==> src/design/mcwd_pkg.sv <==
package mcwd_pkg;

	// number of watchdog channels held in the block
	localparam int NUM_CHANNELS = 8;
	// bits of a channel index inside the block
	localparam int IDX_W = (NUM_CHANNELS > 1) ? $clog2(NUM_CHANNELS) : 1;
	// channels that own a bit of the timeout mask
	localparam int MASK_W = 8;
	localparam int TIME_W = 48;
	localparam int LIMIT_W = 32;

	typedef enum logic [2:0] {
		OP_ADD     = 3'd0,
		OP_REMOVE  = 3'd1,
		OP_PING    = 3'd2,
		OP_ENABLE  = 3'd3,
		OP_DISABLE = 3'd4,
		OP_CHECK   = 3'd5,
		OP_STATUS  = 3'd6,
		OP_OVERALL = 3'd7
	} func_t;

	localparam logic [1:0] STAT_OK   = 2'd0;
	localparam logic [1:0] STAT_WARN = 2'd1;
	localparam logic [1:0] STAT_CRIT = 2'd2;
	localparam logic [1:0] STAT_TMO  = 2'd3;

	typedef enum logic [1:0] {
		S_IDLE,
		S_SCAN,
		S_TAIL,
		S_DONE
	} state_t;

endpackage

==> src/design/multi_channel_watchdog.sv <==
// multi-channel watchdog with warning levels
//
// command channel: cmd_valid / cmd_stall with func, channel, timeout_value and
// now_ms. a request is taken at a rising edge where cmd_valid is high and
// cmd_stall is low. add, remove, ping, enable and disable change the addressed
// channel at that edge; check grades every enabled channel by its elapsed time.
// result channel: res_valid / res_stall with error, channel_status,
// overall_status and timeout_mask, exactly one result per request.
// every request walks all NUM_CHANNELS channels once through one shared
// subtract / compare unit (two stages): one channel per cycle, and the result
// is valid once the scan and a tail state are through.
// cmd_stall stays high from the request until its result is taken, so a new
// request is taken only once the result of the last one has been taken.
// while res_stall is high the result holds unchanged and no new request is
// taken. reset clears every channel to not in use, disabled and status ok;
// timeout and last-ping entries are written by add before they are ever used.
module multi_channel_watchdog (
	input  logic        clk,
	input  logic        arst_n,
	// command channel
	input  logic        cmd_valid,
	output logic        cmd_stall,
	input  logic [2:0]  func,
	input  logic [2:0]  channel,
	input  logic [31:0] timeout_value,
	input  logic [47:0] now_ms,
	// result channel
	output logic        res_valid,
	input  logic        res_stall,
	output logic        error,
	output logic [1:0]  channel_status,
	output logic [1:0]  overall_status,
	output logic [7:0]  timeout_mask
);

	localparam int N = mcwd_pkg::NUM_CHANNELS;
	localparam int IW = mcwd_pkg::IDX_W;

	// channel state
	logic [N-1:0] in_use_q;
	logic [N-1:0] enabled_q;
	logic [1:0]   status_q    [N];
	logic [mcwd_pkg::LIMIT_W-1:0] timeout_q   [N];
	logic [mcwd_pkg::TIME_W-1:0]  last_ping_q [N];

	// sequencer
	mcwd_pkg::state_t state_q, state_d;
	logic [IW-1:0] cnt_q;
	logic          cnt_last;
	logic          cmd_take;
	logic          scan_en;

	// request held for the scan
	mcwd_pkg::func_t func_q;
	logic [IW-1:0]   chan_q;
	logic [mcwd_pkg::TIME_W-1:0] now_q;

	// decode of the incoming request
	mcwd_pkg::func_t op;
	logic [IW-1:0]   ch_idx;
	logic            ch_ok;
	logic            ch_used;

	// shared grading unit: stage 1 elapsed time, stage 2 compares
	logic                         vld_s1;
	logic [IW-1:0]                idx_s1;
	logic [mcwd_pkg::TIME_W-1:0]  elapsed_s1;
	logic [mcwd_pkg::LIMIT_W-1:0] limit_s1;

	logic       live_s2;
	logic       graded_s2;
	logic       tmo_s2;
	logic       crit_s2;
	logic       warn_s2;
	logic [34:0] e5_s2;
	logic [34:0] l4_s2;
	logic [33:0] e2_s2;
	logic [1:0] grade_s2;
	logic [1:0] stat_s2;

	// result registers
	logic       err_q;
	logic [1:0] chs_q;
	logic [1:0] worst_q;
	logic [7:0] mask_q;

	assign op      = mcwd_pkg::func_t'(func);
	assign ch_idx  = IW'(channel);
	assign ch_ok   = (32'(channel) < 32'(N));
	assign ch_used = ch_ok && in_use_q[ch_idx];

	assign cmd_take = cmd_valid && !cmd_stall;
	assign cnt_last = (cnt_q == IW'(N - 1));

	// next state
	always_comb begin
		state_d = state_q;
		unique case (state_q)
			mcwd_pkg::S_IDLE: begin
				if (cmd_valid) begin
					state_d = mcwd_pkg::S_SCAN;
				end
			end
			mcwd_pkg::S_SCAN: begin
				if (cnt_last) begin
					state_d = mcwd_pkg::S_TAIL;
				end
			end
			mcwd_pkg::S_TAIL: begin
				state_d = mcwd_pkg::S_DONE;
			end
			mcwd_pkg::S_DONE: begin
				if (!res_stall) begin
					state_d = mcwd_pkg::S_IDLE;
				end
			end
			default: begin
				state_d = mcwd_pkg::S_IDLE;
			end
		endcase
	end

	// sequencer outputs
	always_comb begin
		cmd_stall = 1'b1;
		res_valid = 1'b0;
		scan_en   = 1'b0;
		unique case (state_q)
			mcwd_pkg::S_IDLE: cmd_stall = 1'b0;
			mcwd_pkg::S_SCAN: scan_en   = 1'b1;
			mcwd_pkg::S_TAIL: scan_en   = 1'b0;
			mcwd_pkg::S_DONE: res_valid = 1'b1;
			default:          cmd_stall = 1'b1;
		endcase
	end

	always_ff @(posedge clk or negedge arst_n) begin
		if (!arst_n) begin
			state_q <= mcwd_pkg::S_IDLE;
			cnt_q   <= '0;
			vld_s1  <= 1'b0;
		end else begin
			state_q <= state_d;
			vld_s1  <= scan_en;
			if (cmd_take) begin
				cnt_q <= '0;
			end else if (scan_en && !cnt_last) begin
				cnt_q <= cnt_q + IW'(1);
			end
		end
	end

	// stage 2 grading: exact integer compares of elapsed against the limit
	// once elapsed is not above the limit it fits in the limit's 32 bits
	always_comb begin
		tmo_s2   = elapsed_s1 > mcwd_pkg::TIME_W'(limit_s1);
		e5_s2    = {3'b000, elapsed_s1[31:0]} + {1'b0, elapsed_s1[31:0], 2'b00};
		l4_s2    = {1'b0, limit_s1, 2'b00};
		e2_s2    = {1'b0, elapsed_s1[31:0], 1'b0};
		crit_s2  = e5_s2 > l4_s2;
		warn_s2  = e2_s2 > {2'b00, limit_s1};
		if (tmo_s2) begin
			grade_s2 = mcwd_pkg::STAT_TMO;
		end else if (crit_s2) begin
			grade_s2 = mcwd_pkg::STAT_CRIT;
		end else if (warn_s2) begin
			grade_s2 = mcwd_pkg::STAT_WARN;
		end else begin
			grade_s2 = mcwd_pkg::STAT_OK;
		end
		live_s2   = in_use_q[idx_s1] && enabled_q[idx_s1];
		graded_s2 = live_s2 && (func_q == mcwd_pkg::OP_CHECK);
		stat_s2   = graded_s2 ? grade_s2 : status_q[idx_s1];
	end

	// channel control state
	always_ff @(posedge clk or negedge arst_n) begin
		if (!arst_n) begin
			in_use_q  <= '0;
			enabled_q <= '0;
			for (int i = 0; i < N; i++) begin
				status_q[i] <= mcwd_pkg::STAT_OK;
			end
		end else if (cmd_take) begin
			unique case (op)
				mcwd_pkg::OP_ADD: begin
					if (ch_ok) begin
						in_use_q[ch_idx]  <= 1'b1;
						enabled_q[ch_idx] <= 1'b1;
						status_q[ch_idx]  <= mcwd_pkg::STAT_OK;
					end
				end
				mcwd_pkg::OP_REMOVE: begin
					if (ch_used) begin
						in_use_q[ch_idx]  <= 1'b0;
						enabled_q[ch_idx] <= 1'b0;
						status_q[ch_idx]  <= mcwd_pkg::STAT_OK;
					end
				end
				mcwd_pkg::OP_PING: begin
					if (ch_used) begin
						status_q[ch_idx] <= mcwd_pkg::STAT_OK;
					end
				end
				mcwd_pkg::OP_ENABLE: begin
					if (ch_used) begin
						enabled_q[ch_idx] <= 1'b1;
						status_q[ch_idx]  <= mcwd_pkg::STAT_OK;
					end
				end
				mcwd_pkg::OP_DISABLE: begin
					if (ch_used) begin
						enabled_q[ch_idx] <= 1'b0;
					end
				end
				mcwd_pkg::OP_CHECK,
				mcwd_pkg::OP_STATUS,
				mcwd_pkg::OP_OVERALL: begin
				end
				default: begin
				end
			endcase
		end else if (vld_s1 && graded_s2) begin
			status_q[idx_s1] <= grade_s2;
		end
	end

	// timeout and last-ping tables, request capture, scan datapath
	always_ff @(posedge clk) begin
		if (cmd_take) begin
			func_q <= op;
			chan_q <= ch_idx;
			now_q  <= now_ms;
			worst_q <= mcwd_pkg::STAT_OK;
			mask_q  <= '0;
			if (op == mcwd_pkg::OP_ADD) begin
				if (ch_ok) begin
					timeout_q[ch_idx]   <= timeout_value;
					last_ping_q[ch_idx] <= now_ms;
				end
			end
			if (op == mcwd_pkg::OP_PING || op == mcwd_pkg::OP_ENABLE) begin
				if (ch_used) begin
					last_ping_q[ch_idx] <= now_ms;
				end
			end
			if (op == mcwd_pkg::OP_ADD) begin
				err_q <= !ch_ok;
			end else if (op == mcwd_pkg::OP_REMOVE || op == mcwd_pkg::OP_PING ||
			             op == mcwd_pkg::OP_ENABLE || op == mcwd_pkg::OP_DISABLE ||
			             op == mcwd_pkg::OP_STATUS) begin
				err_q <= !ch_used;
			end else begin
				err_q <= 1'b0;
			end
			// query of a channel not in use reads as timed out
			if (op == mcwd_pkg::OP_STATUS && !ch_used) begin
				chs_q <= mcwd_pkg::STAT_TMO;
			end else begin
				chs_q <= mcwd_pkg::STAT_OK;
			end
		end
		// stage 1: elapsed time modulo the time width
		if (scan_en) begin
			elapsed_s1 <= now_q - last_ping_q[cnt_q];
			limit_s1   <= timeout_q[cnt_q];
			idx_s1     <= cnt_q;
		end
		// stage 2: fold the channel into the result
		if (vld_s1) begin
			if (live_s2 && (stat_s2 > worst_q)) begin
				worst_q <= stat_s2;
			end
			if (graded_s2 && tmo_s2 && (32'(idx_s1) < mcwd_pkg::MASK_W)) begin
				mask_q[3'(idx_s1)] <= 1'b1;
			end
			if (func_q == mcwd_pkg::OP_STATUS && idx_s1 == chan_q && in_use_q[idx_s1]) begin
				chs_q <= status_q[idx_s1];
			end
		end
	end

	assign error          = err_q;
	assign channel_status = chs_q;
	assign overall_status = worst_q;
	assign timeout_mask   = mask_q;

`ifndef SYNTHESIS
	a_take_starts_scan: assert property (@(posedge clk) disable iff (!arst_n)
		cmd_valid && !cmd_stall |=> state_q == mcwd_pkg::S_SCAN)
		else $error("request taken without starting a scan");

	a_mask_only_check: assert property (@(posedge clk) disable iff (!arst_n)
		res_valid && func_q != mcwd_pkg::OP_CHECK |-> timeout_mask == 8'd0)
		else $error("timeout mask set for a request other than check");

	a_status_only_query: assert property (@(posedge clk) disable iff (!arst_n)
		res_valid && func_q != mcwd_pkg::OP_STATUS |-> channel_status == mcwd_pkg::STAT_OK)
		else $error("channel status given for a request other than a query");

	a_mask_in_use: assert property (@(posedge clk) disable iff (!arst_n)
		res_valid |-> (timeout_mask & ~8'(in_use_q)) == 8'd0)
		else $error("timeout reported for a channel not in use");
`endif

endmodule

==> config.mk <==
export PLATFORM = sky130hd
export DESIGN_NAME = multi_channel_watchdog
export DESIGN_NICKNAME = d
export VERILOG_FILES = /design/src/design/mcwd_pkg.sv /design/src/design/multi_channel_watchdog.sv
export SDC_FILE = /design/constraint.sdc
export NUM_CORES = 1
export LEC_CHECK = 0
export BUFFER_PORTS_ARGS = -buffer_cell sky130_fd_sc_hd__buf_2
export CORE_MARGIN = 1
export CORE_UTILIZATION = 25
export CTS_CLUSTER_DIAMETER = 50
export DETAILED_ROUTE_END_ITERATION = 8
export SLEW_MARGIN = 40
export SYNTH_ARGS = -nofsm -noshare
export SYNTH_HDL_FRONTEND = slang
export SYNTH_SLANG_ARGS = --single-unit
==> constraint.sdc <==
create_clock -name clk -period 13.1 [get_ports clk]
set_input_delay 2.62 -clock clk [delete_from_list [all_inputs] [get_ports clk]]
set_output_delay 2.62 -clock clk [all_outputs]
set_load 0.03 [all_outputs]
# [Yosys cells after proc, flatten, opt, wreduce, memory -nomap -nowiden]
# Memories as Yosys holds them, arrays and structs flattened. A register that Yosys moved wholly into a read port is not among the register bits.
# Cells that the tools add are included.
# W data, S select, Z words.
[totals] memories=2 inputBits=90 mem_bits_rw=640 word_cells=163 register_bits=156
[classes] n_mux=58 add_sub_neg=3 n_lt_le_gt_ge=12 reduce_logical=34 bitwise=12 n_eq_ne=20
[mem_list] memory="last_ping_q" words=8 width=48 read_ports=1 rd_clocked_by_memory_dff=0 wr=1 line="multi_channel_watchdog.sv:44" source="logic [mcwd_pkg::TIME_W-1:0] last_ping_q [N];"
[mem_list] memory="timeout_q" words=8 width=32 read_ports=1 rd_clocked_by_memory_dff=1 wr=1 line="multi_channel_watchdog.sv:43" source="logic [mcwd_pkg::LIMIT_W-1:0] timeout_q [N];"
[ops] cell="$gt A48 B32 Y1" count=1
[ops] cell="$mux W16" count=3
[ops] cell="$mux W48" count=1
[ops] cell="$mux W8" count=6
[ops] cell="$sub A48 B48 Y48" count=1
[ops] cell="$add A32 B34 Y35" count=1
[ops] cell="$gt A35 B34 Y1" count=1
[ops] cell="$mux W2" count=17
[ops] cell="$gt A33 B32 Y1" count=1
[ops] cell="$pmux W16 S2" count=1
[ops] cell="$or A8 B8 Y8" count=3
[ops] cell="$pmux W8 S3" count=1
[ops] cell="$and A16 B16 Y16" count=1
[ops] cell="$and A8 B8 Y8" count=2
[ops] cell="$bwmux W16" count=1
[ops] cell="$mux W1" count=16
[ops] cell="$not A16 Y16" count=1
[ops] cell="$pmux W8 S2" count=1
[ops] cell="$eq A3 B3 Y1 const B" count=5
[ops] cell="$logic_and A1 B1 Y1" count=14
[ops] cell="$demux W2 S3" count=2
[ops] cell="$ne A2 B2 Y1 const B" count=5
[ops] cell="$bmux W1 S3" count=3
[ops] cell="$reduce_and A3 Y1" count=3
[ops] cell="30 further kinds" count=48

# [Depth between registers and ports, before layout]
[depth] ltp_word=10 mapped_depth=29 mapped_depth_nobuf=29

# [Worst setup path after synthesis]
# OpenSTA, ideal clock, no wires.
[synth_path] kind="input -> register" startpoint="in channel[1]" endpoint="mem last_ping_q[3][0] (netlist name) (enable)" required_ps=12646 slack_ps=6812 stages=7 path_buffers=1 arrival_time_ps=5834 cell_sequence="or3b_2 > clkbuf_1 > inv_1 > a222oi_1 > nand2_1 > a31oi_1 > nor2_1"
[synth_between] elab_chain_len=7
[synth_lines] element="start: declaration" line="multi_channel_watchdog.sv:24" source="input logic [2:0] channel,"
[synth_lines] element="$bmux W1 S3" line="multi_channel_watchdog.sv:90" source="assign ch_used = ch_ok && in_use_q[ch_idx];"
[synth_lines] element="$mux W1 (implied by the code)" line="multi_channel_watchdog.sv:90"
[synth_lines] element="$mux W1" line="multi_channel_watchdog.sv:243" source="if (ch_used) begin"
[synth_lines] element="$mux W1" line="multi_channel_watchdog.sv:242" source="if (op == mcwd_pkg::OP_PING || op == mcwd_pkg::OP_ENABLE) begin"
[synth_lines] element="$mux W1" line="multi_channel_watchdog.sv:230" source="if (cmd_take) begin"
[synth_lines] element="$mux W1 (implied by the code)" line="multi_channel_watchdog.sv:244" source="last_ping_q[ch_idx] <= now_ms;"
[synth_lines] element="$or A1 B1 Y1 (no source line)"
[synth_lines] element="end: declaration" line="multi_channel_watchdog.sv:44"
# Parallel ways exist; a longest one is shown, timed or not. The select of a mux whose other input is x is not followed.

# [Worst setup path in the final report]
[layout_path] startpoint="reg elapsed_s1[2] (netlist name)" endpoint="reg worst_q[0], in the netlist overall_status[0]"
[layout_between] elab_chain_len=9
[layout_lines] element="start: declaration" line="multi_channel_watchdog.sv:67" source="logic [mcwd_pkg::TIME_W-1:0] elapsed_s1;"
[layout_lines] element="start signal: assignment" line="multi_channel_watchdog.sv:265" source="elapsed_s1 <= now_q - last_ping_q[cnt_q];"
[layout_lines] element="$add A32 B34 Y35 or $gt A33 B32 Y1 (tied branches)" line="multi_channel_watchdog.sv:157, multi_channel_watchdog.sv:161"
[layout_lines] element="$gt A35 B34 Y1 or $mux W1 (tied branches)" line="multi_channel_watchdog.sv:160, multi_channel_watchdog.sv:166"
[layout_lines] element="$mux W2" line="multi_channel_watchdog.sv:164" source="end else if (crit_s2) begin"
[layout_lines] element="$mux W2 *" line="multi_channel_watchdog.sv:162" source="if (tmo_s2) begin"
[layout_lines] element="$mux W2 *" line="multi_channel_watchdog.sv:173" source="stat_s2 = graded_s2 ? grade_s2 : status_q[idx_s1];"
[layout_lines] element="$gt A2 B2 Y1" line="multi_channel_watchdog.sv:271" source="if (live_s2 && (stat_s2 > worst_q)) begin"
[layout_lines] element="$logic_and A1 B1 Y1" line="multi_channel_watchdog.sv:271"
[layout_lines] element="$mux W2 *" line="multi_channel_watchdog.sv:271"
[layout_lines] element="$mux W2 *" line="multi_channel_watchdog.sv:270" source="if (vld_s1) begin"
[layout_lines] element="end signal: assignment" line="multi_channel_watchdog.sv:234" source="worst_q <= mcwd_pkg::STAT_OK;"
[layout_lines] element="end signal: assignment" line="multi_channel_watchdog.sv:272" source="worst_q <= stat_s2;"
[layout_lines] element="end: declaration" line="multi_channel_watchdog.sv:84" source="logic [1:0] worst_q;"
# Every way passes the cells marked *; elsewhere a longest branch is shown, timed or not.
# A chain may end at the register's enable or synchronous reset.

==> metrics.md <==
| Metric | Value |
|---|---|
| End of the critical path | overall_status[0] |
| Layout area overhead | 17.4% |
| DR DRC count | 0 |
| DIE HEIGHT | 387 um |
| Postcts setup bufs | 0 |
| Core Region | 0.146 sq mm |
| Status | completed |
| Yosys cell types | 82 |
| Cells after Synth | 2,223 |
| Count of pins over their slew limit | 0 |
| ANT nets after route | 0 |
| Worst Setup Start Kind | flop |
| Clock sinks | 828 |
| Sw Share | 34.9% |
| Tot GR Track Use | 11.2% |
| Yosys top cell area share | between 60% and 70% |
| Hold Path Class | reg2reg |
| Worst slew pin tran | 0.819 ns |
| Cell area after synthesis | approximately 0.037 sq mm |
| Final Util | 29.7% |
| Vias per cell | around 4.6 |
| Post-synthesis compound-gate area fraction | between 7 and 8% |
| Int Pwr | 6.68 mW |
| Hold Buf Count CTS | 0 |
| Critical path origin | elapsed_s1[2] |
| R2r setup slk | 6.48 ns |
| Die footprint | 0.150 sq mm |
| Synth area leaders | edfxtp_1 (63%), mux4_2 (9.8%), ha_1 (6.1%), dfrtp_1 (2.6%), a21oi_1 (1.6%) |
| Peak supply drop | 0.000182 V |
| Vias in the first global route | 20,658 |
| Total Wirelength | 85,100 um |
| Avg Cell Area, Syn | about 17 sq um |
| Number of buffers added on ports | 104 |
| RSZ-0062 raised after global routing | no |
| Leakage power | 14.9 nW |
| Worst EP arrival | 7.18 ns |
| Initial antenna violation count | 38 |
| Sw Pwr | between 3 and 4 mW |
| GPL Wtd Cong | about 0.85 |
| Async set or reset register ratio after synthesis | 4.59% |
| Fin crit share | 50.6% |
| Worst setup EP type | flop |
| Drt pass-1 iters | 8 |
| HP Start | timeout_mask[6] |
| Reg-to-reg startpoint | elapsed_s1[2] |
| Post-layout min period | 6.62 ns |
| Clk buf depth | 3 |
| CTS tree | built |
| Clk root buf | clkbuf_16 |
| Chip width | between 300 and 400 um |
| FMAX | 0.151 GHz |
| Clk network pwr share | 26.9% |
| Starting DRT DRC Count | ~1,400 |
| Setup TNS | 0 ns |
| Max transition margin | 45.3% |
| EDFF count, synth | 778 |
| Cell accounting for the most synthesized area | edfxtp_1 |
| # setup viols final | 0 |
| XOR/XNOR share of the synthesized area | 1.79% |
| Grt total ovfl | 0 |
| Share of layout cells above drive strength 1 | 21.9% |
| Pin count of the biggest net entering global routing | 94 |
| Layout Nets | 2,659 |
| Fin area | between 0.04 and 0.05 sq mm |
| Wire per inst | around 19 um |
| Max Cap Violations | 0 |
| Synthesized-area fraction occupied by and/or/nand/nor cells | 4.40% |
| Crit Path Category | reg2reg |
| R2R depth | 22 |
| Logic pwr share | between 30% and 40% |
| Power per cell area | 236 mW/mm^2 |
| Largest family of logic cells by synthesized area | multiplexers |
| Global-route wire length before repair | 129,000 um |
| Sequential element share of the synthesized area | 66.2% |
| Reg power frac | 33.5% |
| Initial Utilization | 25.3% |
| Dpl hpwl | 53,300 um |
| Count of cells resized by post-cts repair | 0 |
| Placed cell count | 4,201 |
| H-tree levels | 3 |
| Row count | 140 |
| Hold Vio Cnt, Final | 0 |
| Non-Filler Instances | 4,389 |
| Syn_nets | between 2,000 and 2,500 |
| Clock transition at path regs | 0.05 ns |
| Most common flop cell mapped by yosys | edfxtp_1 |
| Placement Cell Area | between 0.04 and 0.05 sq mm |
| Final worst clock skew | 0.0443 ns |
| Post-Synth Adder-Cell Area | 6.21% |
| Num CTS Buffers | 99 |
| Mux share of post-synthesis cell area | 12.8% |
| Vias after detailed routing | 20,187 |
| Register bit total from synthesis | 828 |
| FF-to-FF End | overall_status[0] |
| Worst-skew pair later-pin latency | 0.70 ns |
| Synth warnings | 0 |
| CP max FO | 9 |
| Worst path required time | 13.65 ns |
| I/O Pins | roughly 110 |
[layout make-up]
type / count / area [sq um]
Antenna cell: 1 / 2.50
Clock buffer: 121 / 2560
Clock inverter: 65 / 796
Fill cell: 14406 / 103000
Inverter: 74 / 278
Multi-Input combinational cell: 1251 / 12100
Sequential cell: 828 / 24600
Tap cell: 1917 / 2400
Timing Repair Buffer: 132 / 807
[cells in the final DEF, fill, tap and decap left out, types with 11 or more instances in the layout]
master	netlist	routed
inv_1	72	72
buf_4	1	13
and3_1	12	12
buf_2	13	104
o21bai_1	13	13
nor2b_1	20	20
dfrtp_1	38	35
a21o_1	76	76
buf_6	0	12
clkinv_1	2	17
nand4_1	26	26
nand2_1	80	79
ha_1	181	180
o21a_1	12	12
nor2_1	90	74
xor2_1	24	24
o21ai_0	76	76
and2_1	12	12
dfxtp_1	12	12
nor2_4	0	16
a21oi_1	118	118
nand3_1	23	23
clkbuf_16	0	99
nor3_1	12	12
mux2_2	49	49
mux2i_1	55	55
xnor2_1	52	52
mux4_2	162	162
clkbuf_1	40	22
edfxtp_1	778	778
a211oi_1	11	11
[cell usage after synthesis (all sizes together) (14+ instances only)]
library cell	number
edfxtp	778
ha	181
mux4	162
a21oi	119
nor2	91
o21ai	83
nand2	80
a21o	76
inv	72
mux2i	55
xnor2	52
mux2	49
clkbuf	40
dfrtp	38
buf	30
nand4	26
xor2	24
nand3	23
nor2b	20
a211oi	15
nor3	14
[worst max-delay path, stage by stage (launching register included)]
cell and delay (ns):
edfxtp_1 0.42, ha_1 0.22, inv_1 0.06, fa_1 0.40, nor2b_1 0.13, o21a_1 0.14, o21ai_0 0.11, a31oi_1 0.52
o21ai_1 0.21, o21ai_0 0.34, a21o_1 0.17, a21oi_1 0.07, xnor2_1 0.14, ha_1 0.28, nand3_1 0.11, or4_1 0.49
or2_2 0.34, a211oi_2 0.64, a21oi_1 0.19, ha_1 0.34, a2111oi_1 0.78, mux2i_1 0.30, a21oi_1 0.06
[power groups by stage]
stage / logic (mW) / registers, mW / clock network, mW
floorplan: 3.15 / 3.39 / 0
global placement: 4.02 / 3.51 / 0
detailed placement: 4.05 / 3.52 / 0
CTS: 4.08 / 3.47 / 2.83
global route: 4.54 / 3.47 / 2.93
finish: 4.07 / 3.44 / 2.76
[stage by stage]
stage / hold slack [ns] / total power, mW / worst slack [ns]
floorplan: 0.444 / 6.53 / 6.81
global placement: 0.466 / 7.53 / 6.67
detailed placement: 0.466 / 7.57 / 6.61
CTS: 0.478 / 10.4 / 6.54
global route: 0.484 / 10.9 / 6.01
finish: 0.479 / 10.3 / 6.48
[worst min path at each step]
stage / slack, ns / cells after the start / end
after global placement: 0.47 / 2 / status_q[7]
final: 0.48 / 1 / timeout_mask[6]
after floorplan: 0.44 / 2 / status_q[1]
after detailed placement: 0.47 / 1 / timeout_mask[3]
after global routing: 0.48 / 1 / timeout_mask[6]
after CTS: 0.48 / 1 / timeout_mask[3]
[layer usage]
layer	routed length (um)	vias up	global-route usage (%)
li1	-	9259	-
met1	37500	10263	14.5
met2	40800	454	18.5
met3	4860	173	2.80
met4	1770	38	2.96
met5	233	-	0
[state kept, by name, summed over array words and instances, names as in the netlist, named ones only]
signal	count
timeout_q	256
status_q	16
func_q	3
vld_s1	1
limit_s1	32
idx_s1	3
state_q	2
overall_status	2
chan_q	3
elapsed_s1	48
error	1
cnt_q	3
last_ping_q	384
now_q	48
timeout_mask	8
channel_status	2
[logic make-up after synthesis]
logic type / Yosys count
flops: 828
compound gates: 399
simple gates: 327
mux: 266
fa+ha+maj: 183
buf+inv: 144
xor+xnor: 76
No activity file was read; power rests on OpenSTA's default activity.
